### config.mk
export PLATFORM = sky130hd
export DESIGN_NAME = heston_log_spot_step
export DESIGN_NICKNAME = d
export VERILOG_FILES = /design/src/design/hlss_pkg.sv /design/src/design/heston_log_spot_step.sv /design/src/design/hlss_alu.sv /design/src/design/hlss_core.sv
export SDC_FILE = /design/constraint.sdc
export NUM_CORES = 2
export LEC_CHECK = 0
export BUFFER_PORTS_ARGS = -buffer_cell sky130_fd_sc_hd__buf_2
export CAP_MARGIN = 25
export CORE_ASPECT_RATIO = 0.8
export CORE_MARGIN = 4
export CORE_UTILIZATION = 49
export CTS_CLUSTER_DIAMETER = 120
export DETAILED_ROUTE_END_ITERATION = 10
export PLACE_DENSITY = 0.65
export SETUP_SLACK_MARGIN = 0.02
export SLEW_MARGIN = 0
export SYNTH_ARGS = -nofsm -noshare
export SYNTH_HDL_FRONTEND = slang
export SYNTH_SLANG_ARGS = --single-unit
### constraint.sdc
create_clock -name i_clk -period 30.2 [get_ports i_clk]
set_clock_uncertainty 0.05 [all_clocks]
set_input_delay 3.02 -clock i_clk [delete_from_list [all_inputs] [get_ports i_clk]]
set_output_delay 3.02 -clock i_clk [all_outputs]
set_load 0.02 [all_outputs]
### src/design/hlss_pkg.sv
// Shared types and constants for the Heston log-spot stepper.
// Used by hlss_alu, hlss_core and heston_log_spot_step; depends on nothing.
package hlss_pkg;

    typedef struct packed {
        logic [30:0]        time_step;
        logic [30:0]        variance_now;
        logic [30:0]        variance_next;
        logic signed [31:0] normal_draw;
        logic               path_start;
    } t_in_item;

    typedef struct packed {
        logic signed [31:0] log_spot_next;
        logic               saturated;
    } t_out_item;

    typedef struct packed {
        logic signed [17:0] correlation;
        logic [30:0]        reversion_level;
        logic [30:0]        reversion_speed;
        logic [30:0]        vol_of_vol;
        logic [16:0]        weight_now;
        logic [16:0]        weight_next;
        logic signed [31:0] drift_rate;
        logic signed [31:0] initial_log_spot;
    } t_cfg;

    typedef enum logic [2:0] {
        REG_CORRELATION,
        REG_REVERSION_LEVEL,
        REG_REVERSION_SPEED,
        REG_VOL_OF_VOL,
        REG_WEIGHT_NOW,
        REG_WEIGHT_NEXT,
        REG_DRIFT_RATE,
        REG_INITIAL_LOG_SPOT
    } t_cfg_idx;

    typedef enum logic [2:0] {
        ALU_ADD,
        ALU_SUB,
        ALU_MUL,
        ALU_DIV,
        ALU_SQRT
    } t_alu_op;

    typedef struct packed {
        logic    start;
        t_alu_op op;
    } t_alu_req;

    typedef struct packed {
        logic done;
        logic flag;
    } t_alu_rsp;

    typedef enum logic [1:0] {
        AS_IDLE,
        AS_RUN,
        AS_FIN
    } t_alu_st;

    typedef enum logic [1:0] {
        CS_IDLE,
        CS_ISSUE,
        CS_WAIT,
        CS_HOLD
    } t_core_st;

    // one entry per operation of the step, in evaluation order
    typedef enum logic [4:0] {
        ST_R, ST_KR, ST_C, ST_RK, ST_RKT, ST_RKTD, ST_K0, ST_G1, ST_G2,
        ST_G1C, ST_K1, ST_G2C, ST_K2, ST_RR, ST_OM, ST_K3, ST_K4, ST_K3V,
        ST_K4V, ST_ARG, ST_ROOT, ST_X0, ST_MUD, ST_XMU, ST_XK0, ST_K1V,
        ST_XK1, ST_K2V, ST_XK2, ST_RZ, ST_XRZ
    } t_step;

    localparam int unsigned        Q_FRAC = 16;
    localparam logic signed [31:0] Q_ONE  = 32'sd65536;
    localparam logic signed [31:0] Q_HALF = 32'sd32768;

    localparam logic [30:0] RST_SPEED  = 31'd65536;
    localparam logic [30:0] RST_VOL    = 31'd65536;
    localparam logic [16:0] RST_WEIGHT = 17'd32768;

endpackage

### src/design/heston_log_spot_step.sv
// Heston log-spot path stepper (Broadie-Kaya, gamma-weighted), top level.
// Depends on hlss_pkg, hlss_alu and hlss_core.
//
// Input channel (i_in_valid / o_in_stall / i_in) takes one item per path
// step: time step, variance at both ends, normal draw and path-start flag.
// Output channel (o_out_valid / i_out_stall / o_out) returns the new log
// spot and a saturation flag, one item per input item, in order.
// Configuration is a plain write port (i_cfg_we / i_cfg_idx / i_cfg_data);
// the user must write it only while no item is in flight, which the block
// itself does not enforce. One item runs through 31 operations on a single
// shared unit: 17 multiplies (one bit per cycle), one divide, one square
// root and 12 saturating adds; the operand width is never below 32.
// o_in_stall stays high for the whole step. A finished item waits in the
// output register; while the receiver stalls the next item may still be
// accepted, but it cannot complete until the held item is taken.
// Synchronous reset loads the register defaults, clears the stored log
// spot and empties the output register.
module heston_log_spot_step #(
    parameter int DATA_WIDTH = 32
) (
    input  logic                  i_clk,
    input  logic                  i_rst_n,
    input  logic                  i_in_valid,
    output logic                  o_in_stall,
    input  hlss_pkg::t_in_item    i_in,
    output logic                  o_out_valid,
    input  logic                  i_out_stall,
    output hlss_pkg::t_out_item   o_out,
    input  logic                  i_cfg_we,
    input  logic [2:0]            i_cfg_idx,
    input  logic [31:0]           i_cfg_data
);
    import hlss_pkg::*;

    localparam int SW = (DATA_WIDTH > 32) ? DATA_WIDTH : 32;

    t_cfg      r_cfg;
    logic      r_out_valid, n_out_valid;
    t_out_item r_out;

    logic      busy, done, start, free;
    t_out_item core_item;
    t_alu_req  req;
    t_alu_rsp  rsp;
    logic signed [SW-1:0]         op_a, op_b;
    logic signed [DATA_WIDTH-1:0] res;

    assign start      = i_in_valid & ~busy;
    assign o_in_stall = busy;
    assign free       = ~r_out_valid | ~i_out_stall;

    always_ff @(posedge i_clk) begin
        if (!i_rst_n) begin
            r_cfg.correlation      <= '0;
            r_cfg.reversion_level  <= '0;
            r_cfg.reversion_speed  <= RST_SPEED;
            r_cfg.vol_of_vol       <= RST_VOL;
            r_cfg.weight_now       <= RST_WEIGHT;
            r_cfg.weight_next      <= RST_WEIGHT;
            r_cfg.drift_rate       <= '0;
            r_cfg.initial_log_spot <= '0;
        end else if (i_cfg_we) begin
            case (t_cfg_idx'(i_cfg_idx))
                REG_CORRELATION:      r_cfg.correlation      <= i_cfg_data[17:0];
                REG_REVERSION_LEVEL:  r_cfg.reversion_level  <= i_cfg_data[30:0];
                REG_REVERSION_SPEED:  r_cfg.reversion_speed  <= i_cfg_data[30:0];
                REG_VOL_OF_VOL:       r_cfg.vol_of_vol       <= i_cfg_data[30:0];
                REG_WEIGHT_NOW:       r_cfg.weight_now       <= i_cfg_data[16:0];
                REG_WEIGHT_NEXT:      r_cfg.weight_next      <= i_cfg_data[16:0];
                REG_DRIFT_RATE:       r_cfg.drift_rate       <= i_cfg_data;
                REG_INITIAL_LOG_SPOT: r_cfg.initial_log_spot <= i_cfg_data;
                default:              r_cfg.drift_rate       <= r_cfg.drift_rate;
            endcase
        end
    end

    always_comb begin
        n_out_valid = r_out_valid;
        if (done) begin
            n_out_valid = 1'b1;
        end else if (!i_out_stall) begin
            n_out_valid = 1'b0;
        end
    end

    always_ff @(posedge i_clk) begin
        if (!i_rst_n) begin
            r_out_valid <= 1'b0;
        end else begin
            r_out_valid <= n_out_valid;
        end
    end

    always_ff @(posedge i_clk) begin
        if (done) begin
            r_out <= core_item;
        end
    end

    assign o_out_valid = r_out_valid;
    assign o_out       = r_out;

    hlss_core #(
        .DW (DATA_WIDTH)
    ) u_core (
        .i_clk   (i_clk),
        .i_rst_n (i_rst_n),
        .i_start (start),
        .i_item  (i_in),
        .i_cfg   (r_cfg),
        .i_free  (free),
        .o_busy  (busy),
        .o_done  (done),
        .o_item  (core_item),
        .o_req   (req),
        .o_a     (op_a),
        .o_b     (op_b),
        .i_rsp   (rsp),
        .i_res   (res)
    );

    hlss_alu #(
        .DW (DATA_WIDTH)
    ) u_alu (
        .i_clk   (i_clk),
        .i_rst_n (i_rst_n),
        .i_req   (req),
        .i_a     (op_a),
        .i_b     (op_b),
        .o_rsp   (rsp),
        .o_res   (res)
    );

endmodule

### src/design/hlss_alu.sv
// Shared iterative arithmetic unit: saturating add/sub, shift-add
// multiply, restoring divide and digit-by-digit square root.
// Depends on hlss_pkg.
module hlss_alu #(
    parameter int DW = 32
) (
    input  logic                                     i_clk,
    input  logic                                     i_rst_n,
    input  hlss_pkg::t_alu_req                       i_req,
    input  logic signed [((DW > 32) ? DW : 32)-1:0]  i_a,
    input  logic signed [((DW > 32) ? DW : 32)-1:0]  i_b,
    output hlss_pkg::t_alu_rsp                       o_rsp,
    output logic signed [DW-1:0]                     o_res
);
    import hlss_pkg::*;

    localparam int SW = (DW > 32) ? DW : 32;
    localparam int LW = SW + Q_FRAC;
    localparam int SQ = (LW + 1) / 2;
    localparam int XW = 2 * SW - Q_FRAC;
    localparam int CW = $clog2(LW);

    localparam logic signed [SW:0] DMAX = {{(SW-DW+2){1'b0}}, {(DW-1){1'b1}}};
    localparam logic signed [SW:0] DMIN = ~DMAX;
    localparam logic [XW-1:0]      LIM  = {{(XW-DW+1){1'b0}}, {(DW-1){1'b1}}};

    t_alu_st             r_st, n_st;
    t_alu_op             r_op, n_op;
    logic                r_neg, n_neg;
    logic [SW-1:0]       r_ma, n_ma;
    logic [SW-1:0]       r_md, n_md;
    logic [SW:0]         r_hi, n_hi;
    logic [LW-1:0]       r_lo, n_lo;
    logic [2*SQ-1:0]     r_sr, n_sr;
    logic [SQ+1:0]       r_srem, n_srem;
    logic [SQ-1:0]       r_root, n_root;
    logic [CW-1:0]       r_cnt, n_cnt;
    logic                r_zero, n_zero;
    logic                r_flag, n_flag;
    logic                r_done, n_done;
    logic signed [DW-1:0] r_res, n_res;

    logic [SW-1:0]        mag_a, mag_b;
    logic signed [SW:0]   sa, sb, ssum;
    logic signed [DW-1:0] add_res;
    logic                 add_flag;
    logic [CW-1:0]        last;
    logic [SW:0]          msum, remsh;
    logic                 dge, sge;
    logic [SQ+1:0]        rsh, trial;
    logic [XW-1:0]        fin_mag, fin_lim, fin_val;
    logic [DW-1:0]        fin_low;
    logic                 fin_flag;

    assign mag_a = i_a[SW-1] ? unsigned'(-i_a) : unsigned'(i_a);
    assign mag_b = i_b[SW-1] ? unsigned'(-i_b) : unsigned'(i_b);

    always_comb begin
        sa   = {i_a[SW-1], i_a};
        sb   = {i_b[SW-1], i_b};
        ssum = (i_req.op == ALU_SUB) ? sa - sb : sa + sb;
        add_flag = 1'b0;
        if (ssum > DMAX) begin
            add_res  = DMAX[DW-1:0];
            add_flag = 1'b1;
        end else if (ssum < DMIN) begin
            add_res  = DMIN[DW-1:0];
            add_flag = 1'b1;
        end else begin
            add_res = ssum[DW-1:0];
        end
    end

    // one iteration step of each algorithm
    always_comb begin
        msum  = r_hi + (r_lo[0] ? {1'b0, r_ma} : '0);
        remsh = {r_hi[SW-1:0], r_lo[LW-1]};
        dge   = (remsh >= {1'b0, r_md});
        rsh   = {r_srem[SQ-1:0], r_sr[2*SQ-1 -: 2]};
        trial = {r_root, 2'b01};
        sge   = (rsh >= trial);
    end

    always_comb begin
        case (r_op)
            ALU_MUL:  last = CW'(SW - 1);
            ALU_DIV:  last = CW'(LW - 1);
            ALU_SQRT: last = CW'(SQ - 1);
            default:  last = '0;
        endcase
    end

    // magnitude to signed result with clamp to the data range
    always_comb begin
        case (r_op)
            ALU_MUL:  fin_mag = XW'({r_hi[SW-1:0], r_lo[SW-1:0]} >> Q_FRAC);
            ALU_DIV:  fin_mag = r_zero ? '0 : XW'(r_lo);
            ALU_SQRT: fin_mag = XW'(r_root);
            default:  fin_mag = '0;
        endcase
        fin_lim  = r_neg ? LIM + XW'(1) : LIM;
        fin_flag = (fin_mag > fin_lim);
        fin_val  = fin_flag ? fin_lim : fin_mag;
        fin_low  = fin_val[DW-1:0];
    end

    always_comb begin
        n_st   = r_st;
        n_op   = r_op;
        n_neg  = r_neg;
        n_ma   = r_ma;
        n_md   = r_md;
        n_hi   = r_hi;
        n_lo   = r_lo;
        n_sr   = r_sr;
        n_srem = r_srem;
        n_root = r_root;
        n_cnt  = r_cnt;
        n_zero = r_zero;
        n_flag = r_flag;
        n_res  = r_res;
        n_done = 1'b0;
        case (r_st)
            AS_IDLE: begin
                if (i_req.start) begin
                    n_op   = i_req.op;
                    n_cnt  = '0;
                    n_hi   = '0;
                    n_srem = '0;
                    n_root = '0;
                    n_flag = 1'b0;
                    n_neg  = i_a[SW-1] ^ i_b[SW-1];
                    n_ma   = mag_a;
                    n_md   = mag_b;
                    n_zero = (mag_a == '0);
                    case (i_req.op)
                        ALU_ADD, ALU_SUB: begin
                            n_res  = add_res;
                            n_flag = add_flag;
                            n_done = 1'b1;
                        end
                        ALU_MUL: begin
                            n_lo = LW'(mag_b);
                            n_st = AS_RUN;
                        end
                        ALU_DIV: begin
                            n_lo = {mag_a, {Q_FRAC{1'b0}}};
                            n_st = AS_RUN;
                        end
                        ALU_SQRT: begin
                            // clamp a negative argument to zero
                            n_neg  = 1'b0;
                            n_flag = i_a[SW-1];
                            n_sr   = i_a[SW-1] ? '0 : (2*SQ)'({mag_a, {Q_FRAC{1'b0}}});
                            n_st   = AS_RUN;
                        end
                        default: begin
                            n_res  = '0;
                            n_done = 1'b1;
                        end
                    endcase
                end
            end
            AS_RUN: begin
                n_cnt = r_cnt + CW'(1);
                case (r_op)
                    ALU_MUL: begin
                        n_hi = {1'b0, msum[SW:1]};
                        n_lo = LW'({msum[0], r_lo[SW-1:1]});
                    end
                    ALU_DIV: begin
                        n_hi = dge ? remsh - {1'b0, r_md} : remsh;
                        n_lo = {r_lo[LW-2:0], dge};
                    end
                    ALU_SQRT: begin
                        n_srem = sge ? rsh - trial : rsh;
                        n_root = {r_root[SQ-2:0], sge};
                        n_sr   = r_sr << 2;
                    end
                    default: n_st = AS_FIN;
                endcase
                if (r_cnt == last) begin
                    n_st = AS_FIN;
                end
            end
            AS_FIN: begin
                n_res  = signed'(r_neg ? (~fin_low + 1'b1) : fin_low);
                n_flag = r_flag | fin_flag;
                n_done = 1'b1;
                n_st   = AS_IDLE;
            end
            default: n_st = AS_IDLE;
        endcase
    end

    always_ff @(posedge i_clk) begin
        if (!i_rst_n) begin
            r_st   <= AS_IDLE;
            r_done <= 1'b0;
            r_flag <= 1'b0;
            r_op   <= ALU_ADD;
            r_cnt  <= '0;
        end else begin
            r_st   <= n_st;
            r_done <= n_done;
            r_flag <= n_flag;
            r_op   <= n_op;
            r_cnt  <= n_cnt;
        end
    end

    always_ff @(posedge i_clk) begin
        r_neg  <= n_neg;
        r_ma   <= n_ma;
        r_md   <= n_md;
        r_hi   <= n_hi;
        r_lo   <= n_lo;
        r_sr   <= n_sr;
        r_srem <= n_srem;
        r_root <= n_root;
        r_zero <= n_zero;
        r_res  <= n_res;
    end

    assign o_rsp.done = r_done;
    assign o_rsp.flag = r_flag;
    assign o_res      = r_res;

    a_start_idle: assert property (@(posedge i_clk) disable iff (!i_rst_n)
        i_req.start |-> (r_st == AS_IDLE))
        else $error("alu start while busy");

    a_fin_done: assert property (@(posedge i_clk) disable iff (!i_rst_n)
        (r_st == AS_FIN) |=> r_done)
        else $error("alu finish without done");

    a_done_pulse: assert property (@(posedge i_clk) disable iff (!i_rst_n)
        r_done |=> !r_done)
        else $error("alu done longer than one cycle");

endmodule

### src/design/hlss_core.sv
// Step sequencer: walks the operation list of one path step through the
// shared unit, keeps the intermediates and the stored log spot.
// Depends on hlss_pkg.
module hlss_core #(
    parameter int DW = 32
) (
    input  logic                                     i_clk,
    input  logic                                     i_rst_n,
    input  logic                                     i_start,
    input  hlss_pkg::t_in_item                       i_item,
    input  hlss_pkg::t_cfg                           i_cfg,
    input  logic                                     i_free,
    output logic                                     o_busy,
    output logic                                     o_done,
    output hlss_pkg::t_out_item                      o_item,
    output hlss_pkg::t_alu_req                       o_req,
    output logic signed [((DW > 32) ? DW : 32)-1:0]  o_a,
    output logic signed [((DW > 32) ? DW : 32)-1:0]  o_b,
    input  hlss_pkg::t_alu_rsp                       i_rsp,
    input  logic signed [DW-1:0]                     i_res
);
    import hlss_pkg::*;

    localparam int SW = (DW > 32) ? DW : 32;
    localparam logic signed [SW-1:0] X_MAX = SW'(32'sh7fffffff);
    localparam logic signed [SW-1:0] X_MIN = SW'(32'sh80000000);

    t_core_st r_st, n_st;
    t_step    r_step;
    t_in_item r_item;
    logic     r_flag;
    logic signed [31:0]   r_log_spot;
    logic signed [DW-1:0] r_r, r_c, r_t, r_u, r_k0, r_g1, r_g2, r_k1, r_k2;
    logic signed [DW-1:0] r_om, r_k3, r_k4, r_root, r_x;

    logic signed [SW-1:0] e_rho, e_theta, e_kappa, e_eps, e_g1w, e_g2w, e_mu, e_init;
    logic signed [SW-1:0] e_dt, e_v0, e_v1, e_z, e_half, e_one, e_spot;
    logic signed [SW-1:0] xs, xc;
    logic                 clip;
    t_alu_op              alu_op;

    assign e_rho   = SW'(i_cfg.correlation);
    assign e_theta = SW'(i_cfg.reversion_level);
    assign e_kappa = SW'(i_cfg.reversion_speed);
    assign e_eps   = SW'(i_cfg.vol_of_vol);
    assign e_g1w   = SW'(i_cfg.weight_now);
    assign e_g2w   = SW'(i_cfg.weight_next);
    assign e_mu    = SW'(i_cfg.drift_rate);
    assign e_init  = SW'(i_cfg.initial_log_spot);
    assign e_dt    = SW'(r_item.time_step);
    assign e_v0    = SW'(r_item.variance_now);
    assign e_v1    = SW'(r_item.variance_next);
    assign e_z     = SW'(r_item.normal_draw);
    assign e_half  = SW'(Q_HALF);
    assign e_one   = SW'(Q_ONE);
    assign e_spot  = r_item.path_start ? e_init : SW'(r_log_spot);

    // operation and operands of the current step
    always_comb begin
        alu_op = ALU_ADD;
        o_a    = '0;
        o_b    = '0;
        case (r_step)
            ST_R:    begin alu_op = ALU_DIV;  o_a = e_rho;        o_b = e_eps;        end
            ST_KR:   begin alu_op = ALU_MUL;  o_a = e_kappa;      o_b = SW'(r_r);     end
            ST_C:    begin alu_op = ALU_SUB;  o_a = SW'(r_t);     o_b = e_half;       end
            ST_RK:   begin alu_op = ALU_MUL;  o_a = SW'(r_r);     o_b = e_kappa;      end
            ST_RKT:  begin alu_op = ALU_MUL;  o_a = SW'(r_t);     o_b = e_theta;      end
            ST_RKTD: begin alu_op = ALU_MUL;  o_a = SW'(r_t);     o_b = e_dt;         end
            ST_K0:   begin alu_op = ALU_SUB;  o_a = '0;           o_b = SW'(r_t);     end
            ST_G1:   begin alu_op = ALU_MUL;  o_a = e_g1w;        o_b = e_dt;         end
            ST_G2:   begin alu_op = ALU_MUL;  o_a = e_g2w;        o_b = e_dt;         end
            ST_G1C:  begin alu_op = ALU_MUL;  o_a = SW'(r_g1);    o_b = SW'(r_c);     end
            ST_K1:   begin alu_op = ALU_SUB;  o_a = SW'(r_t);     o_b = SW'(r_r);     end
            ST_G2C:  begin alu_op = ALU_MUL;  o_a = SW'(r_g2);    o_b = SW'(r_c);     end
            ST_K2:   begin alu_op = ALU_ADD;  o_a = SW'(r_t);     o_b = SW'(r_r);     end
            ST_RR:   begin alu_op = ALU_MUL;  o_a = e_rho;        o_b = e_rho;        end
            ST_OM:   begin alu_op = ALU_SUB;  o_a = e_one;        o_b = SW'(r_t);     end
            ST_K3:   begin alu_op = ALU_MUL;  o_a = SW'(r_g1);    o_b = SW'(r_om);    end
            ST_K4:   begin alu_op = ALU_MUL;  o_a = SW'(r_g2);    o_b = SW'(r_om);    end
            ST_K3V:  begin alu_op = ALU_MUL;  o_a = SW'(r_k3);    o_b = e_v0;         end
            ST_K4V:  begin alu_op = ALU_MUL;  o_a = SW'(r_k4);    o_b = e_v1;         end
            ST_ARG:  begin alu_op = ALU_ADD;  o_a = SW'(r_t);     o_b = SW'(r_u);     end
            ST_ROOT: begin alu_op = ALU_SQRT; o_a = SW'(r_t);     o_b = '0;           end
            ST_X0:   begin alu_op = ALU_ADD;  o_a = e_spot;       o_b = '0;           end
            ST_MUD:  begin alu_op = ALU_MUL;  o_a = e_mu;         o_b = e_dt;         end
            ST_XMU:  begin alu_op = ALU_ADD;  o_a = SW'(r_x);     o_b = SW'(r_t);     end
            ST_XK0:  begin alu_op = ALU_ADD;  o_a = SW'(r_x);     o_b = SW'(r_k0);    end
            ST_K1V:  begin alu_op = ALU_MUL;  o_a = SW'(r_k1);    o_b = e_v0;         end
            ST_XK1:  begin alu_op = ALU_ADD;  o_a = SW'(r_x);     o_b = SW'(r_t);     end
            ST_K2V:  begin alu_op = ALU_MUL;  o_a = SW'(r_k2);    o_b = e_v1;         end
            ST_XK2:  begin alu_op = ALU_ADD;  o_a = SW'(r_x);     o_b = SW'(r_t);     end
            ST_RZ:   begin alu_op = ALU_MUL;  o_a = SW'(r_root);  o_b = e_z;          end
            ST_XRZ:  begin alu_op = ALU_ADD;  o_a = SW'(r_x);     o_b = SW'(r_t);     end
            default: begin alu_op = ALU_ADD;  o_a = '0;           o_b = '0;           end
        endcase
    end

    // clamp the final log spot to 32 bits
    always_comb begin
        xs   = SW'(r_x);
        clip = 1'b0;
        xc   = xs;
        if (xs > X_MAX) begin
            xc   = X_MAX;
            clip = 1'b1;
        end else if (xs < X_MIN) begin
            xc   = X_MIN;
            clip = 1'b1;
        end
    end

    always_comb begin
        n_st        = r_st;
        o_req.start = 1'b0;
        o_req.op    = alu_op;
        o_done      = 1'b0;
        case (r_st)
            CS_IDLE:  if (i_start) n_st = CS_ISSUE;
            CS_ISSUE: begin
                o_req.start = 1'b1;
                n_st        = CS_WAIT;
            end
            CS_WAIT: begin
                if (i_rsp.done) begin
                    n_st = (r_step == ST_XRZ) ? CS_HOLD : CS_ISSUE;
                end
            end
            CS_HOLD: begin
                // hold until the output register can take the item
                if (i_free) begin
                    o_done = 1'b1;
                    n_st   = CS_IDLE;
                end
            end
            default: n_st = CS_IDLE;
        endcase
    end

    assign o_busy               = (r_st != CS_IDLE);
    assign o_item.log_spot_next = xc[31:0];
    assign o_item.saturated     = r_flag | clip;

    always_ff @(posedge i_clk) begin
        if (!i_rst_n) begin
            r_st       <= CS_IDLE;
            r_step     <= ST_R;
            r_flag     <= 1'b0;
            r_log_spot <= '0;
        end else begin
            r_st <= n_st;
            if (r_st == CS_IDLE && i_start) begin
                r_step <= ST_R;
                r_flag <= 1'b0;
            end else if (r_st == CS_WAIT && i_rsp.done) begin
                r_flag <= r_flag | i_rsp.flag;
                if (r_step != ST_XRZ) begin
                    r_step <= t_step'(r_step + 5'd1);
                end
            end
            if (o_done) begin
                r_log_spot <= xc[31:0];
            end
        end
    end

    always_ff @(posedge i_clk) begin
        if (r_st == CS_IDLE && i_start) begin
            r_item <= i_item;
        end
        if (r_st == CS_WAIT && i_rsp.done) begin
            case (r_step)
                ST_R:    r_r    <= i_res;
                ST_C:    r_c    <= i_res;
                ST_K0:   r_k0   <= i_res;
                ST_G1:   r_g1   <= i_res;
                ST_G2:   r_g2   <= i_res;
                ST_K1:   r_k1   <= i_res;
                ST_K2:   r_k2   <= i_res;
                ST_OM:   r_om   <= i_res;
                ST_K3:   r_k3   <= i_res;
                ST_K4:   r_k4   <= i_res;
                ST_K4V:  r_u    <= i_res;
                ST_ROOT: r_root <= i_res;
                ST_X0, ST_XMU, ST_XK0, ST_XK1, ST_XK2, ST_XRZ: r_x <= i_res;
                default: r_t    <= i_res;
            endcase
        end
    end

endmodule

==> report_table.html <==
<table>
<tr><th>Metric</th><th>Value</th></tr>
<tr><th colspan="2">STA</th></tr>
<tr><td>Final Max Tran Viols</td><td>0</td></tr>
<tr><td>Peak clock frequency supported by timing</td><td>0.105 GHz</td></tr>
<tr><td>Hold violation count in the final report</td><td>0</td></tr>
<tr><td>Setup slack after layout</td><td>20650 ps</td></tr>
<tr><td>Number of failing setup endpoints in the final timing report</td><td>0</td></tr>
<tr><td>Actual slew at the worst max-slew pin</td><td>1280 ps</td></tr>
<tr><td>Period utilisation layout</td><td>31.6%</td></tr>
<tr><td>Sum of negative setup slack</td><td>0 ps</td></tr>
<tr><td>Final critical-path required period</td><td>9550 ps</td></tr>
<tr><td>Worst relative slew slack</td><td>between 10% and 20%</td></tr>
<tr><td>Unrepaired setup endpoints after global routing</td><td>false</td></tr>
<tr><th colspan="2">Final layout</th></tr>
<tr><td>Total Nets Final</td><td>5793</td></tr>
<tr><td>Area added between synthesis and finish</td><td>11.4%</td></tr>
<tr><td>Core Util, Final</td><td>between 50 and 60%</td></tr>
<tr><td>Fraction of final layout cells with drive strength greater than 1</td><td>12.6%</td></tr>
<tr><td>Most common cell after layout, fill and taps aside</td><td>sky130_fd_sc_hd__edfxtp_1</td></tr>
<tr><td>Highest-count cells in the layout ignoring fill and taps</td><td>866 x sky130_fd_sc_hd__edfxtp_1, 822 x sky130_fd_sc_hd__nand2_1, 260 x sky130_fd_sc_hd__dfxtp_1</td></tr>
<tr><th colspan="2">Clocking</th></tr>
<tr><td>Clk_lat worst skew</td><td>about 780 ps</td></tr>
<tr><td>Number of clock buffers inserted by TritonCTS</td><td>114</td></tr>
<tr><td>Hold buffers post-CTS</td><td>0</td></tr>
<tr><td>Clock tree from TritonCTS</td><td>done</td></tr>
<tr><td>H-Tree Level Count</td><td>3</td></tr>
<tr><td>Clk slew on worst S/H paths</td><td>70 ps</td></tr>
<tr><td>Number of buffers inserted by post-CTS setup repair</td><td>0</td></tr>
<tr><td>Number of resized instances in the post-cts repair step</td><td>0</td></tr>
<tr><td>CTS Root Cell</td><td>sky130_fd_sc_hd__clkbuf_16</td></tr>
<tr><td>Max Buffers Root-to-Sink</td><td>3</td></tr>
<tr><td>TritonCTS Sinks</td><td>roughly 1.1k</td></tr>
<tr><th colspan="2">Place</th></tr>
<tr><td>Final HPWL DP</td><td>roughly 170000 um</td></tr>
<tr><td>Post-place setup slack</td><td>about 21000 ps</td></tr>
<tr><td>Weighted congestion at the end of routability-driven global placement</td><td>a little over 1</td></tr>
<tr><td>Port-buffer cells</td><td>200</td></tr>
<tr><th colspan="2">Drt</th></tr>
<tr><td>Residual DRC count</td><td>0</td></tr>
<tr><td>Post-detailed-route via-to-cell ratio</td><td>6.72</td></tr>
<tr><td>Iteration count of the initial detailed-routing pass</td><td>9</td></tr>
<tr><td>Antenna Nets Post-Route</td><td>0</td></tr>
<tr><td>Number of DRC markers after the initial detailed-route iteration</td><td>8244</td></tr>
<tr><td>Routed wire length</td><td>around 240000 um</td></tr>
<tr><td>Via count of the routed design</td><td>around 48k</td></tr>
<tr><td>DR WL/cell</td><td>33.3 um</td></tr>
<tr><th colspan="2">Power and ir drop</th></tr>
<tr><td>Post-route total power</td><td>3660 uW</td></tr>
<tr><td>Cell-internal power</td><td>2680 uW</td></tr>
<tr><td>Power per Cell Area</td><td>about 56 nW/um2</td></tr>
<tr><td>Total net switching power</td><td>974 uW</td></tr>
<tr><td>Clock network fraction of total power</td><td>39.9%</td></tr>
<tr><td>Leakage power total</td><td>0.0241 uW</td></tr>
<tr><td>Reg power frac</td><td>approximately half</td></tr>
<tr><td>Peak ir drop on the vdd network</td><td>about 0.000054 V</td></tr>
<tr><td>Switching part of the total power</td><td>26.6%</td></tr>
<tr><td>Gate power share</td><td>a little under an eighth</td></tr>
<tr><th colspan="2">Logic synthesis</th></tr>
<tr><td>Count of yosys warnings during synthesis</td><td>0</td></tr>
<tr><td>Synth async-reset ratio</td><td>0%</td></tr>
<tr><td>Number of cells produced by synthesis</td><td>5376</td></tr>
<tr><td>Register area share after synthesis</td><td>53.6%</td></tr>
<tr><td>Most used flip-flop cell after synthesis</td><td>sky130_fd_sc_hd__edfxtp_1</td></tr>
<tr><td>Number of synthesized flops with an enable pin</td><td>866</td></tr>
<tr><td>Average instance area after synthesis</td><td>10.9 um2</td></tr>
<tr><td>Number of different library cells in the post-synthesis netlist</td><td>~120</td></tr>
<tr><td>Post-Syn Nets</td><td>5709</td></tr>
<tr><td>Combined area of all synthesized cells</td><td>58400 um2</td></tr>
<tr><td>Register bit total from synthesis</td><td>1129</td></tr>
<tr><th colspan="2">Critical path</th></tr>
<tr><td>Nature of the critical path endpoint</td><td>register</td></tr>
<tr><td>Crit path arrival time</td><td>9970 ps</td></tr>
<tr><td>Type of the worst setup path</td><td>register to register</td></tr>
<tr><td>Type of origin of the critical path</td><td>register</td></tr>
<tr><td>Required time reported for the critical path endpoint</td><td>30620 ps</td></tr>
<tr><td>Critical path peak fanout</td><td>between 70 and 80</td></tr>
<tr><th colspan="2">Global route</th></tr>
<tr><td>Aggregate global routing overflow</td><td>0</td></tr>
<tr><td>Number of global-route vias before repair</td><td>43.1k</td></tr>
<tr><td>Antenna violations before repair</td><td>21</td></tr>
<tr><td>Largest net degree at the start of global routing</td><td>117</td></tr>
<tr><td>Wire length of the first global-routing pass</td><td>329000 um</td></tr>
<tr><td>Overall fraction of global-route tracks in use</td><td>36.9%</td></tr>
<tr><th colspan="2">Die</th></tr>
<tr><td>Height of the chip</td><td>317 um</td></tr>
<tr><td>Starting utilization of the core area</td><td>49.7%</td></tr>
<tr><td>Die area</td><td>125000 um2</td></tr>
<tr><td>Count of boundary I/O pins</td><td>201</td></tr>
<tr><td>Site Rows</td><td>around 110</td></tr>
<tr><td>Core Box Area</td><td>117000 um2</td></tr>
<tr><td>Width of the chip</td><td>394 um</td></tr>
<tr><th colspan="2">Outcome</th></tr>
<tr><td>Status</td><td>finished clean</td></tr>
<tr><th colspan="2">Hold path</th></tr>
<tr><td>Classification of the worst-slack hold path</td><td>register to register</td></tr>
<tr><th colspan="2">Job</th></tr>
<tr><td>Max_cap viols</td><td>0</td></tr>
</table>
area by class of cell:
class / count / area [um2]
fill: 10006 / 52400
sequential: 1129 / 31300
multi-input combinational: 3692 / 25000
clock buffer: 166 / 3240
timing repair buffer: 343 / 2320
tap: 1539 / 1930
inverter: 180 / 676
clock inverter: 51 / 579
antenna: 4 / 10.0
flip-flops by register name, summed over array words and instances, names as in the netlist, 33 cells and up:
| name | flops |
|---|---|
| r_cfg | 209 |
| u_alu.r_lo | 48 |
| o_out | 33 |
| u_alu.r_hi | 33 |
worst max-delay path, stage by stage, from the launching register on:
cell and delay, ps:
sky130_fd_sc_hd__dfxtp_4 1000, sky130_fd_sc_hd__buf_4 720, sky130_fd_sc_hd__mux2_4 360, sky130_fd_sc_hd__a211oi_1 920, sky130_fd_sc_hd__o2111ai_1 220, sky130_fd_sc_hd__nor4bb_1 880
sky130_fd_sc_hd__and2_1 300, sky130_fd_sc_hd__nand3_1 340, sky130_fd_sc_hd__nor2_1 680, sky130_fd_sc_hd__a21oi_1 180, sky130_fd_sc_hd__xor2_1 190, sky130_fd_sc_hd__ha_1 370
sky130_fd_sc_hd__nand2_1 150, sky130_fd_sc_hd__or3_1 210, sky130_fd_sc_hd__nand2b_1 130, sky130_fd_sc_hd__a211oi_1 50, sky130_fd_sc_hd__o41a_1 460, sky130_fd_sc_hd__a211oi_1 440
sky130_fd_sc_hd__a31oi_1 170, sky130_fd_sc_hd__o31ai_2 930, sky130_fd_sc_hd__nor2_1 130, sky130_fd_sc_hd__a211o_1 300
worst paths after layout:
path	depth (start not counted)	slack, ps	startpoint	to
setup / recovery	21	20650	u_core.r_step[4]	u_alu.o_res[27]
hold / removal	2	410	r_cfg[73]	r_cfg[73]
setup reg to reg	21	20650	u_core.r_step[4]	u_alu.o_res[27]
hold reg to reg	2	410	r_cfg[73]	r_cfg[73]
power by group through the flow:
| stage | sequential (uW) | clock, uW | combinational, uW |
|---|---|---|---|
| after floorplan | 1770 | 0 | 284 |
| after global placement | 1800 | 0 | 406 |
| after detailed placement | 1800 | 0 | 410 |
| after CTS | 1770 | 1460 | 413 |
| after global routing | 1770 | 1530 | 464 |
| final | 1770 | 1460 | 430 |
routing by layer:
metal  track usage [%]  up-vias  wire length, um
met3              19.0      409            43400
met1              53.8    23421            97500
met2              47.4     3628            88600
li1                  -    20261                -
met4              9.92        6             7330
met5                 0        -               35
synth_stat cells (117+ instances only):
| library cell | n | share of area, % |
|---|---|---|
| sky130_fd_sc_hd__nand2_1 | 824 | 5.3 |
| sky130_fd_sc_hd__ha_1 | 164 | 3.5 |
| sky130_fd_sc_hd__dfxtp_1 | 263 | 9.0 |
| sky130_fd_sc_hd__nor2_1 | 232 | 1.5 |
| sky130_fd_sc_hd__mux2i_1 | 145 | 2.5 |
| sky130_fd_sc_hd__o21ai_0 | 184 | 1.6 |
| sky130_fd_sc_hd__edfxtp_1 | 866 | 45 |
| sky130_fd_sc_hd__a21oi_1 | 220 | 1.9 |
| sky130_fd_sc_hd__nand3_1 | 123 | 1.1 |
| sky130_fd_sc_hd__a21boi_0 | 246 | 3.2 |
| sky130_fd_sc_hd__inv_1 | 176 | 1.1 |
| sky130_fd_sc_hd__xnor2_1 | 117 | 1.8 |
| sky130_fd_sc_hd__clkbuf_1 | 271 | 1.7 |
logic make-up (layout without fill, tap and decap cells):
group	count (synthesis)	after routing	synth area share [%]
adder cells (fa/ha/maj)	167	167	3.62
multiplexers	190	190	3.39
AND/OR/NAND/NOR	1710	1710	14.3
flip-flops	1129	1129	53.6
buffers and inverters	555	740	4.16
XOR/XNOR	191	191	2.89
other	0	4	0
AO/OA/AOI/OAI	1434	1434	18.0
per-stage QoR:
step                      cell area, um2  hold WS (ps)  instances
final                              65000           412       7104
after global routing               65000           432       7100
after CTS                          64800           414       7088
after detailed placement           60900           406       6871
after global placement             60800           398       6864
after floorplan                    58400           388       5376
Power figures use the tool's default switching activity.
